File: src/rtl/line_area_linear_resampler_top_macros.svh
// Assertion macros used by the resampler top level.
`ifndef LINE_AREA_LINEAR_RESAMPLER_TOP_MACROS_SVH
`define LINE_AREA_LINEAR_RESAMPLER_TOP_MACROS_SVH
`ifndef SYNTHESIS
`define LALR_ASSERT_IMPL(lbl, ante, cons) \
	lbl: assert property (@(posedge clk) disable iff (!arst_n) (ante) |-> (cons)) \
		else $error("lalr assertion failed");
`define LALR_ASSERT_NEXT(lbl, ante, cons) \
	lbl: assert property (@(posedge clk) disable iff (!arst_n) (ante) |=> (cons)) \
		else $error("lalr assertion failed");
`else
`define LALR_ASSERT_IMPL(lbl, ante, cons)
`define LALR_ASSERT_NEXT(lbl, ante, cons)
`endif
`endif

File: src/rtl/lalr_pkg.sv
// Types and constants of the line resampler.
`default_nettype none
package lalr_pkg;
	localparam int MAX_LINE_LEN = 4096;
	localparam int MAX_UPSCALE  = 32;
	localparam int LEN_W   = 13;
	localparam int POS_W   = 12;
	localparam int X_W     = 40;
	localparam int RUN_W   = 52;
	localparam int MUL_W   = 14;
	localparam int VAL_W   = 53;
	localparam int LO_W    = 27;
	localparam int ACC_W   = 56;
	localparam int VALUE_W = 44;
	localparam int DIV_W   = 27;
	localparam int PR_W    = 15;

	localparam logic [2:0] REG_SRC_LEN = 3'd0;
	localparam logic [2:0] REG_DST_LEN = 3'd1;
	localparam logic [2:0] REG_PREMUL  = 3'd2;
	localparam logic [2:0] REG_NORM    = 3'd3;
	localparam logic [2:0] REG_SCALE   = 3'd4;

	typedef struct packed {
		logic [31:0] sample;
		logic [7:0]  alpha;
	} in_item_t;

	typedef struct packed {
		logic [VALUE_W-1:0] value;
		logic [POS_W-1:0]   position;
		logic               line_end;
	} out_item_t;

	typedef struct packed {
		logic [MUL_W-1:0] mul;
		logic [VAL_W-1:0] val;
	} term_t;

	// One result to compute: the sum of three products.
	typedef struct packed {
		term_t [2:0]      terms;
		logic [POS_W-1:0] position;
		logic             line_end;
	} job_t;

	typedef struct packed {
		logic [LEN_W-1:0] src_len;
		logic [LEN_W-1:0] dst_len;
		logic             premul;
		logic             norm;
		logic [DIV_W-1:0] scale;
	} cfg_t;
endpackage
`default_nettype wire

File: src/rtl/lalr_queue.sv
// Four-entry job queue between the front and the back.
`default_nettype none
module lalr_queue (
	input  logic           clk,
	input  logic           arst_n,
	input  logic           wr,
	output logic           wr_full,
	input  lalr_pkg::job_t wr_job,
	input  logic           rd,
	output logic           rd_empty,
	output lalr_pkg::job_t rd_job
);
	import lalr_pkg::*;

	job_t       mem_q [4];
	logic [1:0] wp_q;
	logic [1:0] rp_q;
	logic [2:0] cnt_q;

	assign wr_full  = (cnt_q == 3'd4);
	assign rd_empty = (cnt_q == 3'd0);
	assign rd_job   = mem_q[rp_q];

	always_ff @(posedge clk) begin
		if (wr && !wr_full) begin
			mem_q[wp_q] <= wr_job;
		end
	end

	always_ff @(posedge clk or negedge arst_n) begin
		if (!arst_n) begin
			wp_q  <= 2'd0;
			rp_q  <= 2'd0;
			cnt_q <= 3'd0;
		end else begin
			if (wr && !wr_full) begin
				wp_q <= wp_q + 2'd1;
			end
			if (rd && !rd_empty) begin
				rp_q <= rp_q + 2'd1;
			end
			cnt_q <= cnt_q + 3'((wr && !wr_full) ? 1 : 0) - 3'((rd && !rd_empty) ? 1 : 0);
		end
	end
endmodule
`default_nettype wire

File: src/rtl/lalr_front.sv
// Front end: accepts samples, tracks the line position and issues result jobs.
`default_nettype none
module lalr_front (
	input  logic               clk,
	input  logic               arst_n,
	input  lalr_pkg::cfg_t     cfg,
	input  logic               restart,
	input  logic               push,
	output logic               full,
	input  lalr_pkg::in_item_t in_item,
	output logic               job_push,
	output lalr_pkg::job_t     job,
	input  logic               job_full
);
	import lalr_pkg::*;

	localparam logic [2:0] F_IDLE  = 3'd0;
	localparam logic [2:0] F_SETUP = 3'd1;
	localparam logic [2:0] F_START = 3'd2;
	localparam logic [2:0] F_LOOP  = 3'd3;
	localparam logic [2:0] F_EDGE  = 3'd4;

	localparam logic [1:0] PH_START = 2'd0;
	localparam logic [1:0] PH_BODY  = 2'd1;
	localparam logic [1:0] PH_FINAL = 2'd2;
	localparam logic [1:0] PH_DONE  = 2'd3;

	logic [2:0]       fst_q, fst_d;
	logic [1:0]       ph_q, ph_d;
	logic [PR_W-1:0]  pr_q, pr_d;
	logic [LEN_W-1:0] cm_q, cm_d;
	logic [X_W-1:0]   cv_q, cv_d;
	logic [RUN_W-1:0] run_q, run_d;
	logic [X_W-1:0]   prev_q, prev_d;
	logic [X_W-1:0]   cur_q, cur_d;
	logic [LEN_W-1:0] erc_q, erc_d;
	logic [LEN_W-1:0] ek_q, ek_d;
	logic [LEN_W-1:0] oi_q, oi_d;
	logic [LEN_W-1:0] ii_q, ii_d;
	logic [X_W-1:0]   x_q, x_d;

	logic [LEN_W-1:0] s, d, d_m1, oi_inc, stop;
	logic [MUL_W-1:0] w1, w2;
	logic             down, finish;
	logic [PR_W-1:0]  pr_e, pr1;
	logic [LEN_W-1:0] cm_e;
	logic [X_W-1:0]   cv_e;
	logic [RUN_W-1:0] run_e, run1;
	logic [1:0]       ph_e;

	assign s      = cfg.src_len;
	assign d      = cfg.dst_len;
	assign d_m1   = d - LEN_W'(1);
	assign oi_inc = oi_q + LEN_W'(1);
	assign w1     = {s, 1'b0};
	assign w2     = {d, 1'b0};
	assign down   = (d < s);
	assign stop   = (d > erc_q) ? d - erc_q : '0;
	assign full   = (fst_q != F_IDLE);

	// A new line starts its downscale state on the first sample.
	always_comb begin
		if (ph_q == PH_START) begin
			pr_e  = PR_W'(s);
			cm_e  = '0;
			cv_e  = '0;
			run_e = '0;
			ph_e  = (d == LEN_W'(1)) ? PH_FINAL : PH_BODY;
		end else begin
			pr_e  = pr_q;
			cm_e  = cm_q;
			cv_e  = cv_q;
			run_e = run_q;
			ph_e  = ph_q;
		end
		if (pr_e >= PR_W'(d)) begin
			pr1  = pr_e - PR_W'(d);
			run1 = run_e + RUN_W'(x_q);
		end else begin
			pr1  = pr_e;
			run1 = run_e;
		end
	end

	always_comb begin
		fst_d    = fst_q;
		ph_d     = ph_q;
		pr_d     = pr_q;
		cm_d     = cm_q;
		cv_d     = cv_q;
		run_d    = run_q;
		prev_d   = prev_q;
		cur_d    = cur_q;
		erc_d    = erc_q;
		ek_d     = ek_q;
		oi_d     = oi_q;
		ii_d     = ii_q;
		x_d      = x_q;
		finish   = 1'b0;
		job_push = 1'b0;
		job          = '0;
		job.position = oi_q[POS_W-1:0];
		job.line_end = (oi_q == d_m1);
		unique case (fst_q)
			F_IDLE: begin
				if (push) begin
					x_d   = cfg.premul ? in_item.sample * in_item.alpha : X_W'(in_item.sample);
					fst_d = F_SETUP;
				end
			end
			F_SETUP: begin
				if (down) begin
					unique case (ph_e)
						PH_BODY: begin
							if (pr_e >= PR_W'(d)) begin
								ph_d   = ph_e;
								pr_d   = pr1;
								run_d  = run1;
								cm_d   = cm_e;
								cv_d   = cv_e;
								finish = 1'b1;
							end else if (!job_full) begin
								job_push           = 1'b1;
								job.terms[0].mul   = MUL_W'(cm_e);
								job.terms[0].val   = VAL_W'(cv_e);
								job.terms[1].mul   = MUL_W'(d);
								job.terms[1].val   = VAL_W'(run_e);
								job.terms[2].mul   = pr_e[MUL_W-1:0];
								job.terms[2].val   = VAL_W'(x_q);
								cm_d   = d - pr_e[LEN_W-1:0];
								cv_d   = x_q;
								pr_d   = pr_e + PR_W'(s) - PR_W'(d);
								run_d  = '0;
								oi_d   = oi_inc;
								ph_d   = (oi_inc >= d_m1) ? PH_FINAL : PH_BODY;
								finish = 1'b1;
							end
						end
						PH_FINAL: begin
							if (pr1 >= PR_W'(d)) begin
								ph_d   = ph_e;
								pr_d   = pr1;
								run_d  = run1;
								cm_d   = cm_e;
								cv_d   = cv_e;
								finish = 1'b1;
							end else if (!job_full) begin
								job_push         = 1'b1;
								job.terms[0].mul = MUL_W'(d);
								job.terms[0].val = VAL_W'(run1);
								job.terms[1].mul = MUL_W'(cm_e);
								job.terms[1].val = VAL_W'(cv_e);
								ph_d   = PH_DONE;
								pr_d   = pr1;
								run_d  = run1;
								oi_d   = oi_inc;
								finish = 1'b1;
							end
						end
						default: begin
							finish = 1'b1;
						end
					endcase
				end else begin
					unique case (ph_q)
						PH_START: begin
							erc_d = '0;
							pr_d  = PR_W'(s);
							fst_d = F_START;
						end
						PH_BODY: begin
							if (ii_q == LEN_W'(1)) begin
								cur_d = x_q;
							end else begin
								pr_d   = (pr_q >= PR_W'(w2)) ? pr_q - PR_W'(w2) : '0;
								prev_d = cur_q;
								cur_d  = x_q;
							end
							fst_d = F_LOOP;
						end
						default: begin
							finish = 1'b1;
						end
					endcase
				end
			end
			F_START: begin
				// pr holds the running edge position until the body begins.
				if (pr_q <= PR_W'(d)) begin
					if (!job_full) begin
						job_push         = 1'b1;
						job.terms[0].mul = w2;
						job.terms[0].val = VAL_W'(x_q);
						pr_d  = pr_q + PR_W'(w1);
						erc_d = erc_q + LEN_W'(1);
						oi_d  = oi_inc;
					end
				end else begin
					pr_d   = pr_q - PR_W'(d);
					prev_d = x_q;
					ph_d   = PH_BODY;
					finish = 1'b1;
				end
			end
			F_LOOP: begin
				if (oi_q < stop && pr_q < PR_W'(w2)) begin
					if (!job_full) begin
						job_push         = 1'b1;
						job.terms[0].mul = pr_q[MUL_W-1:0];
						job.terms[0].val = VAL_W'(cur_q);
						job.terms[1].mul = w2 - pr_q[MUL_W-1:0];
						job.terms[1].val = VAL_W'(prev_q);
						pr_d = pr_q + PR_W'(w1);
						oi_d = oi_inc;
					end
				end else if (oi_q >= stop) begin
					ek_d  = '0;
					fst_d = F_EDGE;
				end else begin
					finish = 1'b1;
				end
			end
			F_EDGE: begin
				if (ek_q < erc_q) begin
					if (!job_full) begin
						job_push         = 1'b1;
						job.terms[0].mul = w2;
						job.terms[0].val = VAL_W'(cur_q);
						ek_d = ek_q + LEN_W'(1);
						oi_d = oi_inc;
					end
				end else begin
					ph_d   = PH_DONE;
					finish = 1'b1;
				end
			end
			default: begin
				fst_d = F_IDLE;
			end
		endcase
		if (finish) begin
			fst_d = F_IDLE;
			ii_d  = ii_q + LEN_W'(1);
			if (ii_d >= s) begin
				ph_d   = PH_START;
				ii_d   = '0;
				oi_d   = '0;
				pr_d   = '0;
				cm_d   = '0;
				cv_d   = '0;
				run_d  = '0;
				prev_d = '0;
				cur_d  = '0;
				erc_d  = '0;
			end
		end
	end

	always_ff @(posedge clk) begin
		x_q  <= x_d;
		ek_q <= ek_d;
	end

	always_ff @(posedge clk or negedge arst_n) begin
		if (!arst_n) begin
			fst_q  <= F_IDLE;
			ph_q   <= PH_START;
			pr_q   <= '0;
			cm_q   <= '0;
			cv_q   <= '0;
			run_q  <= '0;
			prev_q <= '0;
			cur_q  <= '0;
			erc_q  <= '0;
			oi_q   <= '0;
			ii_q   <= '0;
		end else if (restart) begin
			fst_q  <= F_IDLE;
			ph_q   <= PH_START;
			pr_q   <= '0;
			cm_q   <= '0;
			cv_q   <= '0;
			run_q  <= '0;
			prev_q <= '0;
			cur_q  <= '0;
			erc_q  <= '0;
			oi_q   <= '0;
			ii_q   <= '0;
		end else begin
			fst_q  <= fst_d;
			ph_q   <= ph_d;
			pr_q   <= pr_d;
			cm_q   <= cm_d;
			cv_q   <= cv_d;
			run_q  <= run_d;
			prev_q <= prev_d;
			cur_q  <= cur_d;
			erc_q  <= erc_d;
			oi_q   <= oi_d;
			ii_q   <= ii_d;
		end
	end
endmodule
`default_nettype wire

File: src/rtl/lalr_back.sv
// Back end: multiply-accumulates each job, then normalizes or saturates it.
`default_nettype none
module lalr_back (
	input  logic                clk,
	input  logic                arst_n,
	input  lalr_pkg::cfg_t      cfg,
	input  logic                job_empty,
	input  lalr_pkg::job_t      job,
	output logic                job_pop,
	output logic                empty,
	input  logic                pop,
	output lalr_pkg::out_item_t out_item
);
	import lalr_pkg::*;

	localparam logic [1:0] B_IDLE = 2'd0;
	localparam logic [1:0] B_MUL  = 2'd1;
	localparam logic [1:0] B_DIV  = 2'd2;
	localparam logic [1:0] B_OUT  = 2'd3;
	localparam logic [5:0] MUL_LAST = 6'd5;
	localparam logic [5:0] DIV_LAST = 6'(ACC_W - 1);
	localparam logic [ACC_W-1:0] VALUE_MAX = ACC_W'({VALUE_W{1'b1}});

	logic [1:0]        bst_q;
	job_t              job_q;
	logic [5:0]        cnt_q;
	logic [ACC_W-1:0]  acc_q, acc_next;
	logic [DIV_W-1:0]  rem_q;
	logic [7:0]        quo_q;
	out_item_t         res_q;
	logic              rv_q;

	term_t             term;
	logic [LO_W-1:0]   part;
	logic [MUL_W+LO_W-1:0] pp;
	logic [DIV_W:0]    trial;
	logic              out_free;

	assign term     = job_q.terms[cnt_q[2:1]];
	assign part     = cnt_q[0] ? LO_W'(term.val[VAL_W-1:LO_W]) : term.val[LO_W-1:0];
	assign pp       = term.mul * part;
	assign acc_next = acc_q + (cnt_q[0] ? (ACC_W'(pp) << LO_W) : ACC_W'(pp));
	assign trial    = {rem_q, acc_q[ACC_W-1]};
	assign out_free = !rv_q || pop;
	assign job_pop  = (bst_q == B_IDLE) && !job_empty;
	assign empty    = !rv_q;
	assign out_item = res_q;

	always_ff @(posedge clk) begin
		unique case (bst_q)
			B_IDLE: begin
				job_q <= job;
				acc_q <= '0;
			end
			B_MUL: begin
				acc_q <= (cnt_q == MUL_LAST && cfg.norm) ?
					acc_next + ACC_W'(cfg.scale >> 1) : acc_next;
				rem_q <= '0;
				quo_q <= '0;
			end
			B_DIV: begin
				// One restoring step per cycle; only the low quotient byte is kept.
				acc_q <= acc_q << 1;
				if (trial >= {1'b0, cfg.scale}) begin
					rem_q <= DIV_W'(trial - {1'b0, cfg.scale});
					quo_q <= {quo_q[6:0], 1'b1};
				end else begin
					rem_q <= trial[DIV_W-1:0];
					quo_q <= {quo_q[6:0], 1'b0};
				end
			end
			default: begin
				if (out_free) begin
					res_q.position <= job_q.position;
					res_q.line_end <= job_q.line_end;
					if (cfg.norm) begin
						res_q.value <= VALUE_W'(quo_q);
					end else if (acc_q > VALUE_MAX) begin
						res_q.value <= VALUE_MAX[VALUE_W-1:0];
					end else begin
						res_q.value <= acc_q[VALUE_W-1:0];
					end
				end
			end
		endcase
	end

	always_ff @(posedge clk or negedge arst_n) begin
		if (!arst_n) begin
			bst_q <= B_IDLE;
			cnt_q <= '0;
			rv_q  <= 1'b0;
		end else begin
			if (pop && rv_q) begin
				rv_q <= 1'b0;
			end
			unique case (bst_q)
				B_IDLE: begin
					if (!job_empty) begin
						cnt_q <= '0;
						bst_q <= B_MUL;
					end
				end
				B_MUL: begin
					if (cnt_q == MUL_LAST) begin
						cnt_q <= '0;
						bst_q <= cfg.norm ? B_DIV : B_OUT;
					end else begin
						cnt_q <= cnt_q + 6'd1;
					end
				end
				B_DIV: begin
					if (cnt_q == DIV_LAST) begin
						bst_q <= B_OUT;
					end else begin
						cnt_q <= cnt_q + 6'd1;
					end
				end
				default: begin
					if (out_free) begin
						rv_q  <= 1'b1;
						bst_q <= B_IDLE;
					end
				end
			endcase
		end
	end
endmodule
`default_nettype wire

File: src/rtl/line_area_linear_resampler_top.sv
// When downscaling the front handles each sample in its idle and setup states; when upscaling it
// then issues the sample's results from the start, loop or edge state, with the edge repeats last.
// Each result in the back goes through job load, six 14x27 partial products and the output
// write, with 56 restoring division steps before the write when normalization is on.
// The back multiply-divide unit sets the sustained rate when results are dense.
// Asynchronous active-low reset clears control state and loads the register defaults.
`default_nettype none
`include "line_area_linear_resampler_top_macros.svh"
module line_area_linear_resampler_top (
	input  logic                clk,
	input  logic                arst_n,
	input  logic                push,
	output logic                full,
	input  lalr_pkg::in_item_t  in_item,
	output logic                empty,
	input  logic                pop,
	output lalr_pkg::out_item_t out_item,
	input  logic                wr_en,
	input  logic [2:0]          wr_index,
	input  logic [26:0]         wr_data
);
	import lalr_pkg::*;

	logic [LEN_W-1:0] src_q, dst_q;
	logic             premul_q, norm_q;
	logic [DIV_W-1:0] scale_q;
	logic [LEN_W-1:0] s_eff, d_cl, d_m1;
	logic [LEN_W+4:0] d_max;
	cfg_t             cfg;
	logic             restart;
	logic             job_push, job_full, job_pop, job_empty;
	job_t             job_in, job_out;

	always_ff @(posedge clk or negedge arst_n) begin
		if (!arst_n) begin
			src_q    <= LEN_W'(2);
			dst_q    <= LEN_W'(2);
			premul_q <= 1'b0;
			norm_q   <= 1'b0;
			scale_q  <= DIV_W'(1);
		end else if (wr_en) begin
			unique case (wr_index)
				REG_SRC_LEN: src_q    <= wr_data[LEN_W-1:0];
				REG_DST_LEN: dst_q    <= wr_data[LEN_W-1:0];
				REG_PREMUL:  premul_q <= wr_data[0];
				REG_NORM:    norm_q   <= wr_data[0];
				REG_SCALE:   scale_q  <= wr_data[DIV_W-1:0];
				default: ;
			endcase
		end
	end

	assign restart = wr_en &&
		(wr_index == REG_SRC_LEN || wr_index == REG_DST_LEN || wr_index == REG_PREMUL);

	// Clamp the lengths to the supported range and the upscale ratio.
	always_comb begin
		if (src_q < LEN_W'(2)) begin
			s_eff = LEN_W'(2);
		end else if (src_q > LEN_W'(MAX_LINE_LEN)) begin
			s_eff = LEN_W'(MAX_LINE_LEN);
		end else begin
			s_eff = src_q;
		end
		if (dst_q == '0) begin
			d_cl = LEN_W'(1);
		end else if (dst_q > LEN_W'(MAX_LINE_LEN)) begin
			d_cl = LEN_W'(MAX_LINE_LEN);
		end else begin
			d_cl = dst_q;
		end
		d_max = (LEN_W+5)'(s_eff) * (LEN_W+5)'(MAX_UPSCALE);
		if ((LEN_W+5)'(d_cl) > d_max) begin
			d_cl = d_max[LEN_W-1:0];
		end
	end

	assign cfg.src_len = s_eff;
	assign cfg.dst_len = d_cl;
	assign cfg.premul  = premul_q;
	assign cfg.norm    = norm_q;
	assign cfg.scale   = (scale_q == '0) ? DIV_W'(1) : scale_q;
	assign d_m1        = d_cl - LEN_W'(1);

	lalr_front u_front (
		.clk      (clk),
		.arst_n   (arst_n),
		.cfg      (cfg),
		.restart  (restart),
		.push     (push),
		.full     (full),
		.in_item  (in_item),
		.job_push (job_push),
		.job      (job_in),
		.job_full (job_full)
	);

	lalr_queue u_queue (
		.clk      (clk),
		.arst_n   (arst_n),
		.wr       (job_push),
		.wr_full  (job_full),
		.wr_job   (job_in),
		.rd       (job_pop),
		.rd_empty (job_empty),
		.rd_job   (job_out)
	);

	lalr_back u_back (
		.clk       (clk),
		.arst_n    (arst_n),
		.cfg       (cfg),
		.job_empty (job_empty),
		.job       (job_out),
		.job_pop   (job_pop),
		.empty     (empty),
		.pop       (pop),
		.out_item  (out_item)
	);

	`LALR_ASSERT_IMPL(a_job_no_overflow, job_push, !job_full)
	`LALR_ASSERT_IMPL(a_line_end_pos, !empty && out_item.line_end, out_item.position == d_m1[POS_W-1:0])
	`LALR_ASSERT_NEXT(a_front_busy, push && !full, full)
endmodule
`default_nettype wire
File: config.mk
export PLATFORM = sky130hd
export DESIGN_NAME = line_area_linear_resampler_top
export DESIGN_NICKNAME = d
export VERILOG_FILES = /design/src/rtl/lalr_pkg.sv /design/src/rtl/lalr_queue.sv /design/src/rtl/lalr_front.sv /design/src/rtl/lalr_back.sv /design/src/rtl/line_area_linear_resampler_top.sv
export VERILOG_INCLUDE_DIRS = /design/src /design/src/rtl
export SDC_FILE = /design/constraint.sdc
export NUM_CORES = 2
export LEC_CHECK = 0
export ABC_AREA = 1
export BUFFER_PORTS_ARGS = -buffer_cell sky130_fd_sc_hd__buf_4
export CELL_PAD_IN_SITES_DETAIL_PLACEMENT = 0
export CELL_PAD_IN_SITES_GLOBAL_PLACEMENT = 1
export CORE_UTILIZATION = 45
export CTS_CLUSTER_DIAMETER = 50
export DETAILED_ROUTE_END_ITERATION = 8
export PLACE_DENSITY_LB_ADDON = 0.1
export SLEW_MARGIN = 20
export SYNTH_ARGS = -nofsm -noshare
export SYNTH_HDL_FRONTEND = slang
export SYNTH_SLANG_ARGS = --single-unit
File: constraint.sdc
create_clock -name clk -period 26.8 [get_ports clk]
set_clock_uncertainty 0.1 [all_clocks]
set_input_delay 4.02 -clock clk [delete_from_list [all_inputs] [get_ports clk]]
set_output_delay 4.02 -clock clk [all_outputs]
set_load 0.03 [all_outputs]
---- Word-level counts from Yosys, hierarchy flattened ----
Memory sizes are Yosys's and may differ from the RTL's. A register that Yosys moved wholly into a read port is not among the register bits.
Cells that the tools add are included.
cells by class
  bitwise logic cells ..................... 1
  muxes and demuxes ....................... 187
  add/subtract/negate cells ............... 23
  eq/ne operators ......................... 33
  reduce and logical (&&, ||, !) cells .... 40
  order comparisons ....................... 19
  $mul .................................... 2
operator list
  cell                   count
  $mux 40                22
  $mux 201               3
  $mux 52                11
  $mux 13                39
  $mux 67                7
  $mux 134               3
  $pmux 134 s2           1
  $pmux 67 s4            1
  $mux 15                15
  $pmux 56 s3            1
  $pmux 40 s2            2
  $bmux 67 s2            1
  $pmux 67 s2            1
  $mux 133               1
  $mux 56                2
  $pmux 13 s2            4
  $pmux 52 s2            1
  $mux 27                3
  $pmux 15 s2            2
  $add 56x26->56         1
  $add 56x56->56         1
  $gt 56x44->1 const B   1
  $pmux 27 s2            1
  $add 13x1->13 const B  4
  other kinds (78)       177
storage, ports and cells
  logic and storage cells ................. 338
  register bits after elaboration ......... 516
  input bits .............................. 75
  memories kept ........................... 1
  RAM bits ................................ 856
  output and inout bits ................... 59
memory list
  name           depth  bits a word  read ports  clocked after memory_dff  write ports  RTL line          text
  u_queue.mem_q  4      214          1           1                         1            lalr_queue.sv:15  job_t mem_q [4];

---- Logic depth before layout (Yosys ltp) ----
  depth in word-level cells ............... 16
  gate-level depth with buffers ........... 59
  mapped depth without buffers ............ 57

---- Hierarchy ----
A second synthesis with hierarchy kept.
second synthesis, totals
  cell total of the unflattened synthesis .. 14,177
  area, all modules ....................... 114,596.2 µm²
by module, submodules not included
  module                          seq. area each (µm²)  area each (µm²)  times used  cells each
  lalr_front                      7,697.4               41,710.0         1           6,508
  lalr_back                       11,095.6              36,042.1         1           4,532
  lalr_queue                      25,879.8              33,868.7         1           2,770
  line_area_linear_resampler_top  1,380.1               2,975.4          1           367

---- Worst setup path after synthesis ----
Ideal clock, no wire load.
  kind .................................... flip-flop to flip-flop
  start ................................... register src_q[8]
  end ..................................... memory u_queue.mem_q[0][0] in the netlist's numbering, enable pin
  required time ........................... 26,149 ps
  setup slack ............................. 15,584 ps
  stages on the path, launching flop included .. 44
  path buffers ............................ 2
  library setup time ...................... 551 ps
  period minus slack after synthesis ...... 11,216 ps
  arrival ................................. 10,564 ps
  path through ............................ dfrtp_1 > nor2_1 > nand2_1 > nor2_1 > nand2_1 > nand2_2 > inv_1 > nor2_1 > inv_1 > ha_1 > nand2_1 > nor4b_1 > nand2_1 > nor2_2 > nand2_8 > a21oi_1 > inv_1 > ha_1 > [... 8 more ...] > o21ai_0 > inv_1 > ha_1 > a21oi_1 > nor2_1 > a211oi_1 > o31ai_1 > inv_1 > nand2_1 > nand2_1 > nand3_1 > nor2_1 > nand2_2 > nor2_4 > nand2_2 > nand3_2 > nand2_1 > inv_1
between the ends
  longest elaborated chain between the ends .. 15
  elaborated cells on any way between the ends .. 34
  classes of those cells .................. add/sub (2); order compare (10); eq/ne (3); mux (17); reduce/logical (2)
ends and longest elaborated chain
  element                                 RTL line                              text
  from (decl)                             line_area_linear_resampler_top.sv:24  logic [LEN_W-1:0] src_q, dst_q;
  from (signal assigned)                  line_area_linear_resampler_top.sv:43  REG_SRC_LEN: src_q <= wr_data[LEN_W-1:0];
  $gt 13x13->1                            line_area_linear_resampler_top.sv:60  end else if (src_q > LEN_W'(MAX_LINE_LEN)) begin
  $mux 13                                 line_area_linear_resampler_top.sv:60
  $mux 13 (*)                             line_area_linear_resampler_top.sv:58  if (src_q < LEN_W'(2)) begin
  $gt 13x18->1                            line_area_linear_resampler_top.sv:73  if ((LEN_W+5)'(d_cl) > d_max) begin
  $mux 13                                 line_area_linear_resampler_top.sv:73
  $sub 15x13->15 (tied with other cells)  lalr_front.sv:77                      pr1 = pr_e - PR_W'(d);
  $mux 15 or $mux 2 (tied branches)       lalr_front.sv:76, lalr_front.sv:68
  $ge 15x13->1 or $mux 2 (tied branches)  lalr_front.sv:140, lalr_front.sv:63
  $mux 1 (tied with other cells)          lalr_front.sv:140                     if (pr1 >= PR_W'(d)) begin
  $pmux 1 s2                              lalr_front.sv:113                     unique case (ph_e)
  $mux 1                                  lalr_front.sv:112                     if (down) begin
  $pmux 1 s4 (*)                          lalr_front.sv:104                     unique case (fst_q)
  $logic_and 1x1->1 (*)                   lalr_queue.sv:25                      if (wr && !wr_full) begin
  $mux 1 (*)                              lalr_queue.sv:25
  $mux 1 (implied by the code) (*)        lalr_queue.sv:26                      mem_q[wp_q] <= wr_job;
  to (decl)                               lalr_queue.sv:15
Every way passes the cells marked *; elsewhere a longest branch is shown, timed or not.

---- Worst setup path after layout ----
  start ................................... register u_back.cnt_q[2]
  end ..................................... register u_back.acc_q[41] (data pin)
between the ends
  longest elaborated chain between the ends .. 9
  elaborated cells on any way between the ends .. 11
  classes of those cells .................. add/sub (2); mul (1); eq/ne (1); mux (6); reduce/logical (1)
ends and longest elaborated chain
  element                        RTL line          text
  from (decl)                    lalr_back.sv:26   logic [5:0] cnt_q;
  from (signal assigned)         lalr_back.sv:109  cnt_q <= cnt_q + 6'd1;
  from (signal assigned)         lalr_back.sv:116  cnt_q <= cnt_q + 6'd1;
  $bmux 67 s2                    lalr_back.sv:39   assign term = job_q.terms[cnt_q[2:1]];
  $mux 67 (implied by the code)  lalr_back.sv:39
  $mux 27                        lalr_back.sv:40   assign part = cnt_q[0] ? LO_W'(term.val[VAL_W-1:LO_W]) : term.val[LO_W-1:0];
  $mul 14x27->41                 lalr_back.sv:41   assign pp = term.mul * part;
  $mux 56                        lalr_back.sv:42   assign acc_next = acc_q + (cnt_q[0] ? (ACC_W'(pp) << LO_W) : ACC_W'(pp));
  $add 56x56->56                 lalr_back.sv:42
  $add 56x26->56                 lalr_back.sv:57   acc_next + ACC_W'(cfg.scale >> 1) : acc_next;
  $mux 56 (*)                    lalr_back.sv:56   acc_q <= (cnt_q == MUL_LAST && cfg.norm) ?
  $pmux 56 s3 (*)                lalr_back.sv:50   unique case (bst_q)
  to (signal assigned)           lalr_back.sv:56
  to (signal assigned)           lalr_back.sv:63   acc_q <= acc_q << 1;
  to (decl)                      lalr_back.sv:27   logic [ACC_W-1:0] acc_q, acc_next;
Every way passes the cells marked *; elsewhere a longest branch is shown, timed or not. The select of a mux whose other input is x is not followed.
A chain may end at the register's enable or synchronous reset.

==> impl_metrics.json <==
{
  "synth-simple-area-share_pct": 18.81,
  "grt_pass1_wl_um": 589100,
  "synth_top_area_share_pct": 33.11,
  "rsz0062_at_grt": "false",
  "cts_hold_buf": 0,
  "ys_top_cells_by_area": "edfxtp_1 (33%), fa_1 (9.3%), nand2_1 (7.9%)",
  "synth-main-ff-cell": "edfxtp_1",
  "cpMaxStageDelayCell": "a22oi_1",
  "post_synth_num_cell_types": 71,
  "synth_xor_area_share_pct": 1.995,
  "wire_per_inst_um": 24.96,
  "path_delay_family": "adder cells",
  "final_common_cell": "nand2_1",
  "overflow": 0,
  "crit_path_start_kind": "flop",
  "grt_use_total_pct": 32.55,
  "wirelength_met1_um": 178600,
  "post-cts-setup-buffers": 0,
  "synth_area_per_cell_um2": 8.467,
  "async_flop_share_pct": 20.85,
  "dr_wl_met2_um": 176100,
  "hp-class": "reg2reg",
  "path_max_fanout": 30,
  "chipHeight_um": 493.0,
  "fin_setup_tns_ns": 0,
  "rows": 179,
  "final_max_slew_viol_count": 0,
  "max-slew-margin-rel_pct": 11.66,
  "worstPathRequired_ns": 27.28,
  "hold_ws_ns": 0.3195,
  "ant_nets": 0,
  "seq_area_frac_synth_pct": 40.38,
  "numCtsBuffers": 199,
  "yosys_warnings": 0,
  "pre_cts_slack_ns": 13.57,
  "coreArea_um2": 238700,
  "globalplace.congestion": 0.9883,
  "cts-root-buf": "clkbuf_16",
  "cp-end-kind": "flop",
  "tightestPinTransition_ns": 1.317,
  "fin_nets": 13819,
  "drt_iter0_markers": 9740,
  "mostFrequentLayoutCells": "nand2_1 (2291), inv_1 (1715), nor2_1 (1586)",
  "via_per_inst": 5.778,
  "grt_pass1_vias": 89732,
  "vias": 92795,
  "drc": 0,
  "route.met3.wl_um": 32300,
  "grt_max_degree": 189,
  "crit_arrival_ns": 13.69,
  "fmax_mhz": 75.69,
  "cts_tree": "built",
  "cts.sinks": 1511,
  "synth-seq-cells": 1511,
  "wirelength_um": 400900,
  "synth_top_family_by_area": "simple AND/OR/NAND/NOR gates",
  "post_synth_fa_ha_maj_area_fraction_pct": 15.38,
  "start_util_pct": 45.44,
  "path_clk_slew_ns": 0.06,
  "synth_area_um2": 108500,
  "synth_mux_area_share_pct": 0.2676,
  "drv_cap": 0,
  "io_buffers": 133,
  "setup_viol": 0,
  "area_growth_syn_to_layout_pct": 9.976,
  "antenna_found_initial": 13,
  "ctsResizeCount": 0,
  "die-width_um": 493.0,
  "crit_top_cell": "inv_1",
  "criticalPathCategory": "reg2reg",
  "fp.dieArea_um2": 243000,
  "synth-edff-count": 1196,
  "place.detailed.hpwl_um": 292500,
  "timing.final.crit_period_ns": 13.21,
  "syn_nets": 13918,
  "io_pins": 134,
  "cp_slowest_stage_delay_ns": 0.71,
  "h-tree-depth": 4,
  "nFillCells": 22850,
  "clk_latency_ns": 0.92,
  "firstDrtPassIters": 6,
  "post-route-period-util_pct": 49.30,
  "synth-compound-area-share_pct": 14.69,
  "hold_viol": 0,
  "setup_slack_ns": 13.59,
  "syn_inst": 12811,
  "synth.largest_area_cell": "edfxtp_1",
  "cp_num_buf_inv": 14,
  "clockBufferDepth": 3,
  "status": "completed",
  "drive_above_1_share_pct": 6.964,
  "top_layer_used": "met5"
}
==> layout make-up <==
cell class	instances	area (µm²)	share of cell area, %
clock inverters	132	1692	1.418
repair buffers	296	2317	1.942
inverters	1752	6643	5.568
flip-flops and latches	1511	43810	36.72
multi-input cells	8952	55650	46.65
well taps	3167	3963	3.322
diodes	12	30.03	0.02517
clock buffers	238	5196	4.356
==> path summary, 6_finish.rpt <==
kind / slack [ns] / from / to / cells after the start
worst max-delay path: 13.59 / u_back.cnt_q[2]$_DFFE_PN0P_ / u_back.acc_q[41]$_DFFE_PN_ / 50
worst min-delay path: 0.32 / u_back.job_q[7]$_DFFE_PP_ / u_back.out_item[7]$_DFFE_PP_ / 0
worst max register to register: 13.59 / u_back.cnt_q[2]$_DFFE_PN0P_ / u_back.acc_q[41]$_DFFE_PN_ / 50
worst min register to register: 0.32 / u_back.job_q[7]$_DFFE_PP_ / u_back.out_item[7]$_DFFE_PP_ / 0
max in group asynchronous: 21.33 / arst_n / u_front.cv_q[29]$_DFF_PN0_ / 3
min in group asynchronous: 2.95 / arst_n / u_front.erc_q[7]$_DFF_PN0_ / 1
==> metal layers <==
layer  vias up  track usage [%]
met5         -                0
met2      3774            49.70
met3       662            5.084
met4         2            10.96
met1     45799            47.01
li1      42558                -
==> kinds of logic (layout without fill, tap and decap cells) <==
logic type	count (synthesis)	after routing
and+or+nand+nor	4811	4811
AOI/OAI and AO/OA	2836	2836
buffers and inverters	2348	2418
DFF	1511	1511
adders and majority gates	1032	1032
xor gates and xnor gates	244	244
muxes	29	29
other	0	12
==> Yosys cell counts, drive strengths merged, types with 130 or more instances <==
cell,count
a21oi,677
buf,130
clkbuf,466
dfrtp,312
edfxtp,1196
fa,502
ha,530
inv,1738
nand2,2325
nand3,416
nor2,1743
nor3,142
o21ai,1417
o22ai,243
xor2,175
==> sequential cells by signal (all words and copies together) (netlist names), 15 cells and up <==
register / flops
u_queue.mem_q: 796
u_back.rem_q: 27
u_front.pr_q: 15
u_back.job_q: 199
u_front.x_q: 40
u_front.prev_q: 40
u_front.run_q: 52
u_front.cur_q: 40
u_back.acc_q: 56
u_back.out_item: 57
u_front.cv_q: 40
scale_q: 27
==> per-stage QoR <==
| step | cell area, µm² | util, % | instances |
|---|---|---|---|
| 2_1_floorplan | 108500 | - | 12811 |
| 3_3_place_gp | 112400 | 47.06 | 15677 |
| 3_5_place_dp | 112400 | 47.06 | 15677 |
| 4_1_cts | 119200 | 49.95 | 16047 |
| 5_1_grt | 119300 | 49.96 | 16053 |
| 6_report | 119300 | 49.97 | 16060 |
Power is left out: the tool's default activity adds up to more than one toggle a clock period on the data nets, which glitch-free logic cannot reach.
